[src/hw/rtl/pyramid_range_query_decomposer_assert.svh]
// Assertion helpers for the pyramid range-query decomposer.
`ifndef PYRAMID_RANGE_QUERY_DECOMPOSER_ASSERT_SVH
`define PYRAMID_RANGE_QUERY_DECOMPOSER_ASSERT_SVH

// Consequent checked in the same cycle.
`define PRQD_ASSERT_NOW(lbl, clk, rst_n, ante, cons, msg) \
  lbl: assert property (@(posedge clk) disable iff (!rst_n) (ante) |-> (cons)) \
    else $error(msg);

// Consequent checked in the next cycle.
`define PRQD_ASSERT_NEXT(lbl, clk, rst_n, ante, cons, msg) \
  lbl: assert property (@(posedge clk) disable iff (!rst_n) (ante) |=> (cons)) \
    else $error(msg);

`endif

[src/hw/rtl/prqd_pkg.sv]
package prqd_pkg;

  localparam int StoreDepth      = 16;
  localparam int AddrW           = 4;
  localparam int CntW            = 5;
  localparam int IdxW            = 5;
  localparam int CoordW          = 18;
  localparam int HeightW         = 16;
  localparam int StatusW         = 2;
  localparam int MaxDimDefault   = 16;
  localparam int FracBitsDefault = 16;

  typedef enum logic [StatusW-1:0] {
    StRange       = 2'd0,
    StNoRanges    = 2'd1,
    StBadInterval = 2'd2,
    StTooMany     = 2'd3
  } status_e;

endpackage

[src/hw/rtl/prqd_ram.sv]
module prqd_ram #(
  parameter int WIDTH = 38,
  parameter int DEPTH = prqd_pkg::StoreDepth
) (
  input  logic                     clk_i,
  input  logic                     wr_en_i,
  input  logic [$clog2(DEPTH)-1:0] wr_addr_i,
  input  logic [WIDTH-1:0]         wr_data_i,
  input  logic                     rd_en_i,
  input  logic [$clog2(DEPTH)-1:0] rd_addr_i,
  output logic [WIDTH-1:0]         rd_data_o
);

  logic [WIDTH-1:0] mem_q [DEPTH];
  logic [WIDTH-1:0] rd_data_q;

  always_ff @(posedge clk_i) begin
    if (wr_en_i) begin
      mem_q[wr_addr_i] <= wr_data_i;
    end
    if (rd_en_i) begin
      rd_data_q <= mem_q[rd_addr_i];
    end
  end

  assign rd_data_o = rd_data_q;

endmodule

[src/hw/rtl/pyramid_range_query_decomposer.sv]
// Pyramid range-query decomposer.
// A query box arrives one dimension per request: lo_coord_i/hi_coord_i in signed
// fixed point (FRAC_BITS fraction bits), last_dim_i on the final dimension. A
// request is taken at a rising edge with start_i high and busy_o low.
// Dimensions that are not the last are taken one per cycle and give no result.
// On the last dimension, if an interval was inverted, too many dimensions came
// or none were stored, a single status result appears in the next cycle and the
// block stays ready. Otherwise busy_o stays high while one pyramid per cycle
// is read from the dimension store (one read port, registered read data),
// and each surviving pyramid's height interval is sent once the next survivor
// or the end of the scan is known, so the final result (last_result_o set)
// comes in the first cycle in which busy_o is low again.
// Results are single-cycle strobes on result_valid_o; the receiver cannot stall.
// Reset clears the query state; store contents are undefined until written.
module pyramid_range_query_decomposer #(
  parameter int MAX_DIM   = prqd_pkg::MaxDimDefault,
  parameter int FRAC_BITS = prqd_pkg::FracBitsDefault
) (
  input  logic                                 clk_i,
  input  logic                                 rst_ni,
  input  logic                                 start_i,
  output logic                                 busy_o,
  input  logic signed [prqd_pkg::CoordW-1:0]   lo_coord_i,
  input  logic signed [prqd_pkg::CoordW-1:0]   hi_coord_i,
  input  logic                                 last_dim_i,
  output logic                                 result_valid_o,
  output logic        [prqd_pkg::IdxW-1:0]     pyr_id_o,
  output logic        [prqd_pkg::HeightW-1:0]  height_lo_o,
  output logic        [prqd_pkg::HeightW-1:0]  height_hi_o,
  output logic        [prqd_pkg::StatusW-1:0]  status_o,
  output logic                                 last_result_o
);

  `include "pyramid_range_query_decomposer_assert.svh"

  localparam int AddrW    = prqd_pkg::AddrW;
  localparam int CntW     = prqd_pkg::CntW;
  localparam int IdxW     = prqd_pkg::IdxW;
  localparam int HeightW  = prqd_pkg::HeightW;
  localparam int CW       = (FRAC_BITS >= 18) ? FRAC_BITS + 1 : 19;
  localparam int EW       = CW + 1;
  localparam int DimLimit = (MAX_DIM < prqd_pkg::StoreDepth) ? MAX_DIM : prqd_pkg::StoreDepth;
  localparam logic signed [EW-1:0] Half = EW'(64'd1 << (FRAC_BITS - 1));

  localparam logic [1:0] SIdle  = 2'd0;
  localparam logic [1:0] SScan  = 2'd1;
  localparam logic [1:0] STail  = 2'd2;
  localparam logic [1:0] SFinal = 2'd3;

  logic [1:0]       state_q, state_d;
  logic [CntW-1:0]  dims_q, dims_d;
  logic [CW-1:0]    best_q, best_d;
  logic [CW-1:0]    second_q, second_d;
  logic [AddrW-1:0] best_dim_q, best_dim_d;
  logic             bad_q, bad_d;
  logic             ovf_q, ovf_d;

  logic [AddrW-1:0] dim_q, dim_d;
  logic             side_q, side_d;
  logic [IdxW-1:0]  p_q, p_d;

  logic             s2_valid_q, s2_valid_d;
  logic [AddrW-1:0] s2_dim_q, s2_dim_d;
  logic             s2_side_q, s2_side_d;
  logic [IdxW-1:0]  s2_p_q, s2_p_d;

  logic               pend_valid_q, pend_valid_d;
  logic [IdxW-1:0]    pend_p_q, pend_p_d;
  logic [HeightW-1:0] pend_hlo_q, pend_hlo_d;
  logic [HeightW-1:0] pend_hhi_q, pend_hhi_d;

  logic               out_valid_q, out_valid_d;
  logic [IdxW-1:0]    out_p_q, out_p_d;
  logic [HeightW-1:0] out_hlo_q, out_hlo_d;
  logic [HeightW-1:0] out_hhi_q, out_hhi_d;
  prqd_pkg::status_e  out_st_q, out_st_d;
  logic               out_last_q, out_last_d;

  logic               accept;
  logic               ram_we;
  logic               ram_re;
  logic [2*CW-1:0]    ram_wdata;
  logic [2*CW-1:0]    ram_rdata;

  logic signed [EW-1:0] ld_cl, ld_ch, ld_abs_l, ld_abs_h, ld_r;
  logic                 ld_bad, ld_full;
  logic [AddrW-1:0]     last_idx;

  logic signed [EW-1:0] s2_cl, s2_ch, s2_blo, s2_bhi, s2_other, s2_hlo, s2_hhi;
  logic                 s2_hit;

  assign accept = start_i && !busy_o;
  assign busy_o = (state_q != SIdle);

  assign ld_cl    = EW'(lo_coord_i) - Half;
  assign ld_ch    = EW'(hi_coord_i) - Half;
  assign ld_abs_l = (ld_cl < 0) ? -ld_cl : ld_cl;
  assign ld_abs_h = (ld_ch < 0) ? -ld_ch : ld_ch;
  assign ld_r     = (ld_cl <= 0 && ld_ch >= 0) ? '0 :
                    ((ld_abs_l < ld_abs_h) ? ld_abs_l : ld_abs_h);
  assign ld_bad   = lo_coord_i > hi_coord_i;
  assign ld_full  = dims_q >= CntW'(DimLimit);
  assign last_idx = AddrW'(dims_q - CntW'(1));

  assign ram_wdata = {ld_cl[CW-1:0], ld_ch[CW-1:0]};

  prqd_ram #(
    .WIDTH (2 * CW),
    .DEPTH (prqd_pkg::StoreDepth)
  ) u_store (
    .clk_i     (clk_i),
    .wr_en_i   (ram_we),
    .wr_addr_i (dims_q[AddrW-1:0]),
    .wr_data_i (ram_wdata),
    .rd_en_i   (ram_re),
    .rd_addr_i (dim_q),
    .rd_data_o (ram_rdata)
  );

  // Height interval of the pyramid read last cycle.
  always_comb begin
    s2_cl    = EW'($signed(ram_rdata[2*CW-1:CW]));
    s2_ch    = EW'($signed(ram_rdata[CW-1:0]));
    if (s2_side_q) begin
      s2_blo = (s2_cl > 0) ? s2_cl : '0;
      s2_bhi = s2_ch;
    end else begin
      s2_blo = (-s2_ch > 0) ? -s2_ch : '0;
      s2_bhi = -s2_cl;
    end
    s2_other = (s2_dim_q == best_dim_q) ? {1'b0, second_q} : {1'b0, best_q};
    s2_hlo   = (s2_blo > s2_other) ? s2_blo : s2_other;
    s2_hhi   = (s2_bhi < Half) ? s2_bhi : Half;
    s2_hit   = (s2_blo <= s2_bhi) && (s2_hlo <= s2_hhi);
  end

  always_comb begin
    state_d      = state_q;
    dims_d       = dims_q;
    best_d       = best_q;
    second_d     = second_q;
    best_dim_d   = best_dim_q;
    bad_d        = bad_q;
    ovf_d        = ovf_q;
    dim_d        = dim_q;
    side_d       = side_q;
    p_d          = p_q;
    s2_valid_d   = 1'b0;
    s2_dim_d     = s2_dim_q;
    s2_side_d    = s2_side_q;
    s2_p_d       = s2_p_q;
    pend_valid_d = pend_valid_q;
    pend_p_d     = pend_p_q;
    pend_hlo_d   = pend_hlo_q;
    pend_hhi_d   = pend_hhi_q;
    out_valid_d  = 1'b0;
    out_p_d      = out_p_q;
    out_hlo_d    = out_hlo_q;
    out_hhi_d    = out_hhi_q;
    out_st_d     = out_st_q;
    out_last_d   = out_last_q;
    ram_we       = 1'b0;
    ram_re       = 1'b0;

    if (s2_valid_q && s2_hit) begin
      if (pend_valid_q) begin
        out_valid_d = 1'b1;
        out_p_d     = pend_p_q;
        out_hlo_d   = pend_hlo_q;
        out_hhi_d   = pend_hhi_q;
        out_st_d    = prqd_pkg::StRange;
        out_last_d  = 1'b0;
      end
      pend_valid_d = 1'b1;
      pend_p_d     = s2_p_q;
      pend_hlo_d   = s2_hlo[HeightW-1:0];
      pend_hhi_d   = s2_hhi[HeightW-1:0];
    end

    case (state_q)
      SIdle: begin
        if (accept) begin
          if (ld_bad) begin
            bad_d = 1'b1;
          end else if (ld_full) begin
            ovf_d = 1'b1;
          end else begin
            ram_we = 1'b1;
            if (ld_r[CW-1:0] > best_q) begin
              second_d   = best_q;
              best_d     = ld_r[CW-1:0];
              best_dim_d = dims_q[AddrW-1:0];
            end else if (ld_r[CW-1:0] > second_q) begin
              second_d = ld_r[CW-1:0];
            end
            dims_d = dims_q + CntW'(1);
          end
          if (last_dim_i) begin
            if (bad_d || ovf_d || (dims_d == '0)) begin
              out_valid_d = 1'b1;
              out_p_d     = '0;
              out_hlo_d   = '0;
              out_hhi_d   = '0;
              out_last_d  = 1'b1;
              out_st_d    = bad_d ? prqd_pkg::StBadInterval :
                            (ovf_d ? prqd_pkg::StTooMany : prqd_pkg::StNoRanges);
              dims_d      = '0;
              best_d      = '0;
              second_d    = '0;
              best_dim_d  = '0;
              bad_d       = 1'b0;
              ovf_d       = 1'b0;
            end else begin
              state_d = SScan;
              dim_d   = '0;
              side_d  = 1'b0;
              p_d     = '0;
            end
          end
        end
      end
      SScan: begin
        ram_re     = 1'b1;
        s2_valid_d = 1'b1;
        s2_dim_d   = dim_q;
        s2_side_d  = side_q;
        s2_p_d     = p_q;
        p_d        = p_q + IdxW'(1);
        if (dim_q == last_idx) begin
          dim_d  = '0;
          side_d = 1'b1;
          if (side_q) begin
            state_d = STail;
          end
        end else begin
          dim_d = dim_q + AddrW'(1);
        end
      end
      STail: begin
        state_d = SFinal;
      end
      SFinal: begin
        out_valid_d  = 1'b1;
        out_last_d   = 1'b1;
        if (pend_valid_q) begin
          out_p_d   = pend_p_q;
          out_hlo_d = pend_hlo_q;
          out_hhi_d = pend_hhi_q;
          out_st_d  = prqd_pkg::StRange;
        end else begin
          out_p_d   = '0;
          out_hlo_d = '0;
          out_hhi_d = '0;
          out_st_d  = prqd_pkg::StNoRanges;
        end
        pend_valid_d = 1'b0;
        dims_d       = '0;
        best_d       = '0;
        second_d     = '0;
        best_dim_d   = '0;
        bad_d        = 1'b0;
        ovf_d        = 1'b0;
        state_d      = SIdle;
      end
      default: begin
        state_d = SIdle;
      end
    endcase
  end

  always_ff @(posedge clk_i or negedge rst_ni) begin
    if (!rst_ni) begin
      state_q      <= SIdle;
      dims_q       <= '0;
      best_q       <= '0;
      second_q     <= '0;
      best_dim_q   <= '0;
      bad_q        <= 1'b0;
      ovf_q        <= 1'b0;
      dim_q        <= '0;
      side_q       <= 1'b0;
      p_q          <= '0;
      s2_valid_q   <= 1'b0;
      pend_valid_q <= 1'b0;
      out_valid_q  <= 1'b0;
    end else begin
      state_q      <= state_d;
      dims_q       <= dims_d;
      best_q       <= best_d;
      second_q     <= second_d;
      best_dim_q   <= best_dim_d;
      bad_q        <= bad_d;
      ovf_q        <= ovf_d;
      dim_q        <= dim_d;
      side_q       <= side_d;
      p_q          <= p_d;
      s2_valid_q   <= s2_valid_d;
      pend_valid_q <= pend_valid_d;
      out_valid_q  <= out_valid_d;
    end
  end

  always_ff @(posedge clk_i) begin
    s2_dim_q   <= s2_dim_d;
    s2_side_q  <= s2_side_d;
    s2_p_q     <= s2_p_d;
    pend_p_q   <= pend_p_d;
    pend_hlo_q <= pend_hlo_d;
    pend_hhi_q <= pend_hhi_d;
    out_p_q    <= out_p_d;
    out_hlo_q  <= out_hlo_d;
    out_hhi_q  <= out_hhi_d;
    out_st_q   <= out_st_d;
    out_last_q <= out_last_d;
  end

  assign result_valid_o  = out_valid_q;
  assign pyr_id_o        = out_p_q;
  assign height_lo_o     = out_hlo_q;
  assign height_hi_o     = out_hhi_q;
  assign status_o        = out_st_q;
  assign last_result_o   = out_last_q;

  `PRQD_ASSERT_NOW(a_status_is_last, clk_i, rst_ni,
    result_valid_o && (status_o != prqd_pkg::StRange), last_result_o, "status result not last")
  `PRQD_ASSERT_NOW(a_range_ordered, clk_i, rst_ni,
    result_valid_o && (status_o == prqd_pkg::StRange), height_lo_o <= height_hi_o,
    "height interval inverted")
  `PRQD_ASSERT_NOW(a_mid_result_busy, clk_i, rst_ni,
    result_valid_o && !last_result_o, busy_o, "non-final result outside a scan")
  `PRQD_ASSERT_NOW(a_scan_in_range, clk_i, rst_ni,
    state_q == SScan, CntW'(dim_q) < dims_q, "scan index beyond stored dimensions")
  `PRQD_ASSERT_NEXT(a_final_returns, clk_i, rst_ni,
    state_q == SFinal, (state_q == SIdle) && result_valid_o && last_result_o,
    "final result missing")

endmodule
[config.mk]
export PLATFORM = sky130hd
export DESIGN_NAME = pyramid_range_query_decomposer
export DESIGN_NICKNAME = d
export VERILOG_FILES = /design/src/hw/rtl/prqd_pkg.sv /design/src/hw/rtl/prqd_ram.sv /design/src/hw/rtl/pyramid_range_query_decomposer.sv
export VERILOG_INCLUDE_DIRS = /design/src /design/src/hw/rtl
export SDC_FILE = /design/constraint.sdc
export NUM_CORES = 1
export LEC_CHECK = 0
export BUFFER_PORTS_ARGS = -buffer_cell sky130_fd_sc_hd__buf_2
export CAP_MARGIN = 0
export CORE_ASPECT_RATIO = 0.7
export CORE_MARGIN = 2
export CORE_UTILIZATION = 35
export CTS_CLUSTER_DIAMETER = 100
export CTS_CLUSTER_SIZE = 30
export DETAILED_ROUTE_END_ITERATION = 8
export GPL_TIMING_DRIVEN = 1
export SLEW_MARGIN = 10
export SYNTH_ARGS = -nofsm -noshare
export SYNTH_HDL_FRONTEND = slang
export SYNTH_HIERARCHICAL = 1
export SYNTH_SLANG_ARGS = --single-unit
[constraint.sdc]
create_clock -name clk_i -period 8 [get_ports clk_i]
set_input_delay 0.8 -clock clk_i [delete_from_list [all_inputs] [get_ports clk_i]]
set_output_delay 0.8 -clock clk_i [all_outputs]
set_load 0.01 [all_outputs]
# ---- Word level (Yosys, flattened, before mapping)
# Memory sizes are Yosys's and may differ from the RTL's. A register that Yosys moved wholly into a read port is not among the register bits.
# Cells that the tools add are included.
# Widths: inputs -> output; s select.
dict set report word_totals {
  n_memories 1
  in_bits 40
  register_bits 151
  wordCells 205
  ramBits 608
  output_inout_bits 42
}
# name depth width read_ports rd_clocked_by_memory_dff wr line_no
set mem_list {}
lappend mem_list {u_store.mem_q 16 38 1 1 1 prqd_ram.sv:14} ;# logic [WIDTH-1:0] mem_q [DEPTH];
dict set report op_classes {
  mux 127
  magnitude_cmp 15
  addsub 11
  n_reduce_logical 17
  eq_ne 10
}
# operator count
set op_table {}
lappend op_table {{$mux 19} 16}
lappend op_table {{$mux 16} 12}
lappend op_table {{$mux 20} 8}
lappend op_table {{$mux 5} 16}
lappend op_table {{$pmux 19 s2} 2}
lappend op_table {{$pmux 16 s2} 2}
lappend op_table {{$neg 19->20} 3}
lappend op_table {{$le 20x20->1} 2}
lappend op_table {{$mux 4} 10}
lappend op_table {{$gt 19x19->1} 2}
lappend op_table {{$lt 19x1->1 const B} 2}
lappend op_table {{$sub 18x17->19 const B} 2}
lappend op_table {{$mux 1} 37}
lappend op_table {{$gt 32x1->1 const B} 1}
lappend op_table {{$neg 19->32} 1}
lappend op_table {{$pmux 5 s2} 3}
lappend op_table {{$mux 2} 12}
lappend op_table {{$gt 20x20->1} 1}
lappend op_table {{$lt 20x17->1 const B} 1}
lappend op_table {{$lt 20x20->1} 1}
lappend op_table {{$neg 20->20} 1}
lappend op_table {{$ge 19x1->1 const B} 1}
lappend op_table {{$gt 19x1->1 const B} 1}
lappend op_table {{$le 19x1->1 const B} 1}
lappend op_table {{other kinds (22)} 42}

# ---- Longest topological paths before layout
dict set report logic_depth {
  word_depth 15
  mapped_depth 35
  mapped_depth_nobuf 31
}

# ---- Cells and area by module
# The synthesis kept the hierarchy.
# module seq_area_each_um2 cells_per_inst area_per_inst_um2 n_inst
set by_module_without_submodules {}
lappend by_module_without_submodules {prqd_ram 19398.6 989 23950.5 1}
lappend by_module_without_submodules {pyramid_range_query_decomposer 3813.7 1364 12055.3 1}

# ---- Worst setup path before layout
# No wires, ideal clock.
dict set report synth_path {
  path_kind {register to register}
  from {reg u_store.rd_data_q[21], in the netlist u_store/rd_data_o[21], read port of u_store.mem_q}
  to {reg out_hhi_q[0], in the netlist height_hi_o[0]}
  setup_slack_ns -0.658
  setup_ns 0.061
  path_stages_with_launch 32
  path_buffers 4
  arrival_time_ns 8.598
  required_ns 7.939
  synth_period_minus_slack_ns 8.658
  path_cell_list {edfxtp_1 or3_1 or3b_1 nor3_1 nand3_1 nor4_1 nor2b_1 clkbuf_1 a32oi_1 inv_1 ha_1 a21o_1 a21o_1 a21o_1 a21o_1 a21oi_1 o21ai_0 and2_1 o221ai_1 clkbuf_1 mux2i_1 ha_1 a21o_1 a2111oi_0 o21ai_0 nor3_1 mux2i_1 nor2_1 a32o_1 buf_4 buf_4 a32o_1}
}
dict set report synth_between {
  elab_chain_len 13
  word_cells_on_any_way 18
  classes_between {add/sub (1); order compare (5); mux (10); reduce/logical (2)}
}
# element line_no
set synth_rtl {}
lappend synth_rtl {{start, declared} prqd_ram.sv:15} ;# logic [WIDTH-1:0] rd_data_q;
lappend synth_rtl {{$gt 19x1->1} pyramid_range_query_decomposer.sv:125} ;# s2_blo = (s2_cl > 0) ? s2_cl : '0;
lappend synth_rtl {{$mux 20 (*)} pyramid_range_query_decomposer.sv:125}
lappend synth_rtl {{$mux 20 (*)} pyramid_range_query_decomposer.sv:124} ;# if (s2_side_q) begin
lappend synth_rtl {{$gt 20x20->1} pyramid_range_query_decomposer.sv:132} ;# s2_hlo = (s2_blo > s2_other) ? s2_blo : s2_other;
lappend synth_rtl {{$mux 20 (*)} pyramid_range_query_decomposer.sv:132}
lappend synth_rtl {{named net s2_hlo[7]} pyramid_range_query_decomposer.sv:89} ;# logic signed [EW-1:0] s2_cl, s2_ch, s2_blo, s2_bhi, s2_other, s2_hlo, s2_hhi;
lappend synth_rtl {{$le 20x20->1 (*)} pyramid_range_query_decomposer.sv:134} ;# s2_hit = (s2_blo <= s2_bhi) && (s2_hlo <= s2_hhi);
lappend synth_rtl {{$logic_and 1x1->1 (*)} pyramid_range_query_decomposer.sv:134}
lappend synth_rtl {{$logic_and 1x1->1 (*)} pyramid_range_query_decomposer.sv:165} ;# if (s2_valid_q && s2_hit) begin
lappend synth_rtl {{$mux 16 (*)} pyramid_range_query_decomposer.sv:165}
lappend synth_rtl {{$mux 16} pyramid_range_query_decomposer.sv:199} ;# if (bad_d || ovf_d || (dims_d == '0)) begin
lappend synth_rtl {{$mux 16} pyramid_range_query_decomposer.sv:198} ;# if (last_dim_i) begin
lappend synth_rtl {{$mux 16} pyramid_range_query_decomposer.sv:182} ;# if (accept) begin
lappend synth_rtl {{$pmux 16 s2 (*)} pyramid_range_query_decomposer.sv:180} ;# case (state_q)
lappend synth_rtl {{named net out_hhi_d[0]} pyramid_range_query_decomposer.sv:75} ;# logic [HeightW-1:0] out_hhi_q, out_hhi_d;
lappend synth_rtl {{end signal, assigned} pyramid_range_query_decomposer.sv:312} ;# out_hhi_q <= out_hhi_d;
lappend synth_rtl {{end, declared} pyramid_range_query_decomposer.sv:75}
# Mark *: on every way through the listed nets, which the timed path passes. The rest lies on a longest branch.
# A chain may end at the register's enable or synchronous reset.

# ---- Worst setup path after layout
dict set report layout_path {
  from {reg u_store.rd_data_q[5], in the netlist u_store/rd_data_o[5], read port of u_store.mem_q}
  to {reg out_hhi_q[14], in the netlist height_hi_o[14]}
}
dict set report layout_between {
  elab_chain_len 14
  word_cells_on_any_way 19
  classes_between {add/sub (2); order compare (5); mux (10); reduce/logical (2)}
}
# element line_no
set layout_rtl {}
lappend layout_rtl {{$neg 19->32} pyramid_range_query_decomposer.sv:128} ;# s2_blo = (-s2_ch > 0) ? -s2_ch : '0;
lappend layout_rtl {{$gt 32x1->1} pyramid_range_query_decomposer.sv:128}
lappend layout_rtl {{$mux 20 (*)} pyramid_range_query_decomposer.sv:128}
lappend layout_rtl {{$mux 20 (*)} pyramid_range_query_decomposer.sv:124}
lappend layout_rtl {{$gt 20x20->1} pyramid_range_query_decomposer.sv:132}
lappend layout_rtl {{$mux 20 (*)} pyramid_range_query_decomposer.sv:132}
lappend layout_rtl {{named net s2_hlo[1]} pyramid_range_query_decomposer.sv:89}
lappend layout_rtl {{$le 20x20->1 (*)} pyramid_range_query_decomposer.sv:134}
lappend layout_rtl {{$logic_and 1x1->1 (*)} pyramid_range_query_decomposer.sv:134}
lappend layout_rtl {{$logic_and 1x1->1 (*)} pyramid_range_query_decomposer.sv:165}
lappend layout_rtl {{$mux 16 (*)} pyramid_range_query_decomposer.sv:165}
lappend layout_rtl {{$mux 16} pyramid_range_query_decomposer.sv:199}
lappend layout_rtl {{$mux 16} pyramid_range_query_decomposer.sv:198}
lappend layout_rtl {{$mux 16} pyramid_range_query_decomposer.sv:182}
lappend layout_rtl {{$pmux 16 s2 (*)} pyramid_range_query_decomposer.sv:180}
lappend layout_rtl {{named net out_hhi_d[14]} pyramid_range_query_decomposer.sv:75}
# Marks and branches as above.

==> metrics <==
post-route clock period utilization 93.59%; post-DP HPWL 63420 um; Worst Setup Path Type reg -> reg; vias in the first global route 21099; area delta synth->final 9.324%; first-pass GRT wire length 140300 um; routability cong. 0.9229; via count 21164; status complete, no violations; clock buffer depth 3; worst r2r src u_store/rd_data_o[5]; worst hold path class in -> async; Initial Utilization 35.29%; final net count 2629; Hold-fix buffers, CTS 0; die area 0.1055 mm^2; Post-synth EDFFs 693; CTS Sinks 797; Root Driver clkbuf_16; largest net degree at the start of global routing 113; Synth warnings 6; GR Overflow Total 0; post-place setup slack 0.1058 ns; CP arrival 8.11 ns; Hold Fails Final Rpt 0; worst setup path startpoint u_store/rd_data_o[5]; total CTS buffers 30; drt total wl 95250 um; Die W 387.4 um; startpoint types register; Post-Place Cells 3747; synthesized area per cell 15.30 um^2; CTS clock-pin slew for the worst setup and hold paths 0.12 ns; Post-Syn Instances 2353; worst hold margin 0.3074 ns; Post-synth top flop edfxtp_1; Finished Layout Cells 3814; drt via density 5.549; Tmin final 7.488 ns; CTS H-tree lvls 1; layout cells sized above 1 17.26%; drt initial violations 2152; peak supply drop 0.2366 mV; FP Rows 98; WP data required 8.62 ns; Setup Viol. Count Final 0; crit path capture type register; power density cells 294.3 mW/mm^2; Max Cap Viol 0; remaining antenna violation count 0; pins over their slew limit 0; Worst Max-Slew Pin Slew 1.291 ns; io pins 82; Lkg Pwr 13.31 nW; post-route setup slack 0.5124 ns; area of the mapped netlist 0.03601 mm^2; clk_lat worst skew 0.68 ns; clk_skew 0.03836 ns; post-synth cell types 75; Post-route DRC 0; area of the multi-input gates 0.01201 mm^2; slowest CP cell edfxtp_1; Final Power 11.58 mW; GRT Total Usage 17.75%; Die Height 272.4 um; most common cell after layout, fill and taps aside edfxtp_1; port buffer count 81; 1st-pass router iterations 8; commonest cells after routing, fill and taps aside edfxtp_1, mux4_2, ha_1, inv_1, nand2_1; sequential cell area 0.02322 mm^2; delay of the slowest critical-path stage 0.46 ns; drt wl/cell 24.97 um; Yosys reg bits 797; Seq/Total Area, Yosys 64.47%; CTS tree built; relative slew slack 13.70%; fmax 0.1336 GHz; Area after DPL 0.03827 mm^2; ys async rst share 8.030%; FF-to-FF setup slack 0.51 ns; # fillers 9436; initial antenna violation count 6; critical-path maximum fanout 19; post-route cell area 0.03936 mm^2; core area 0.1020 mm^2
stage by stage:
stage / utilization, % / setup TNS (ns)
floorplan: - / 0
global placement: 37.51 / 0
detailed placement: 37.51 / 0
CTS: 38.38 / 0
global route: 38.58 / -0.2874
finish: 38.58 / 0
what timing repair did:
action                                  CTS  global route
buffers inserted                          0             8
endpoints found under the setup margin    0            74
hold endpoints to repair                  0             0
gates resized for setup                   0            22
flip-flops by register name, indices dropped and copies added (netlist names), 2 cells and up:
signal	cells
u_store/mem_q	608
s2_p_q	5
p_q	5
second_q	19
height_hi_o	16
best_dim_q	4
best_q	19
status_o	2
s2_dim_q	4
pend_hhi_q	16
height_lo_o	16
pyr_id_o	5
pend_hlo_q	16
pend_p_q	5
dim_q	4
dims_q	5
state_q	2
u_store/rd_data_o	38
critical path, delay by kind of cell (launching register included):
kind | cells | cell delay (ns)
AO/OA/AOI/OAI | 12 | 2.48
adder cells (fa/ha/maj) | 2 | 0.58
buffers and inverters | 6 | 1.03
XOR/XNOR | 1 | 0.18
multiplexers | 2 | 0.50
flip-flops | 1 | 0.46
AND/OR/NAND/NOR | 11 | 2.16
logic make-up (layout without fill, tap and decap cells):
group,after synthesis,in the layout,share of synthesized area (%)
flops,797,797,64.47
simple gates,460,460,6.262
compound gates,441,441,8.795
buf+inv,241,348,2.915
mux,186,186,10.47
fa+ha+maj,151,151,5.247
xor+xnor,75,75,1.824
other cells,2,6,0.02086
layer usage:
layer	track usage, %	part of all wire (%)
met1	25.97	46
met2	26.25	43
met3	5.203	9.5
met5	0	0.034
met4	3.392	2.0
Yosys cell counts, drive strengths merged, types with 12 or more instances:
cell type,n,area share [%]
dfxtp,40,2.2
dfrtp,64,4.4
nor2,124,1.3
o22ai,15,0.26
nor2b,20,0.35
or2,25,0.43
a31oi,13,0.27
nor3,37,0.60
inv,140,1.5
nor4,14,0.24
mux4,152,9.5
nand4,21,0.36
a22oi,97,2.0
a22o,26,0.63
nand3,35,0.49
xor2,25,0.61
mux2i,30,0.83
ha,151,5.2
and2,15,0.26
clkbuf,56,0.58
xnor2,50,1.2
a21oi,96,1.3
nand2,125,1.3
a32o,39,1.1
o31ai,12,0.25
a21o,26,0.56
buf,44,0.86
edfxtp,693,58
o21ai,45,0.65
power by group:
part           total, mW  switching, mW  internal, mW
Combinational       4.33           2.49          1.85
Sequential          5.28          0.360          4.92
Clock               1.97           1.23         0.744
Total               11.6           4.07          7.51
final timing paths:
path                       cells after the start              end
setup / recovery                              34  height_hi_o[14]
hold reg to reg                                0      pend_p_q[3]
hold / removal                                 2      second_q[5]
min in group clk_i                             0      pend_p_q[3]
setup reg to reg                              34  height_hi_o[14]
max in group asynchronous                      2         dim_q[1]
final cells by class:
cell class	instances	area share, %
Timing Repair Buffer	151	2.587
Clock inverter	2	0.06993
Tap cell	1350	4.291
Sequential cell	797	58.99
Inverter	141	1.345
Clock buffer	54	2.187
Antenna cell	2	0.01271
Multi-Input combinational cell	1317	30.52
Note: power is estimated with default switching activity, not from simulation.
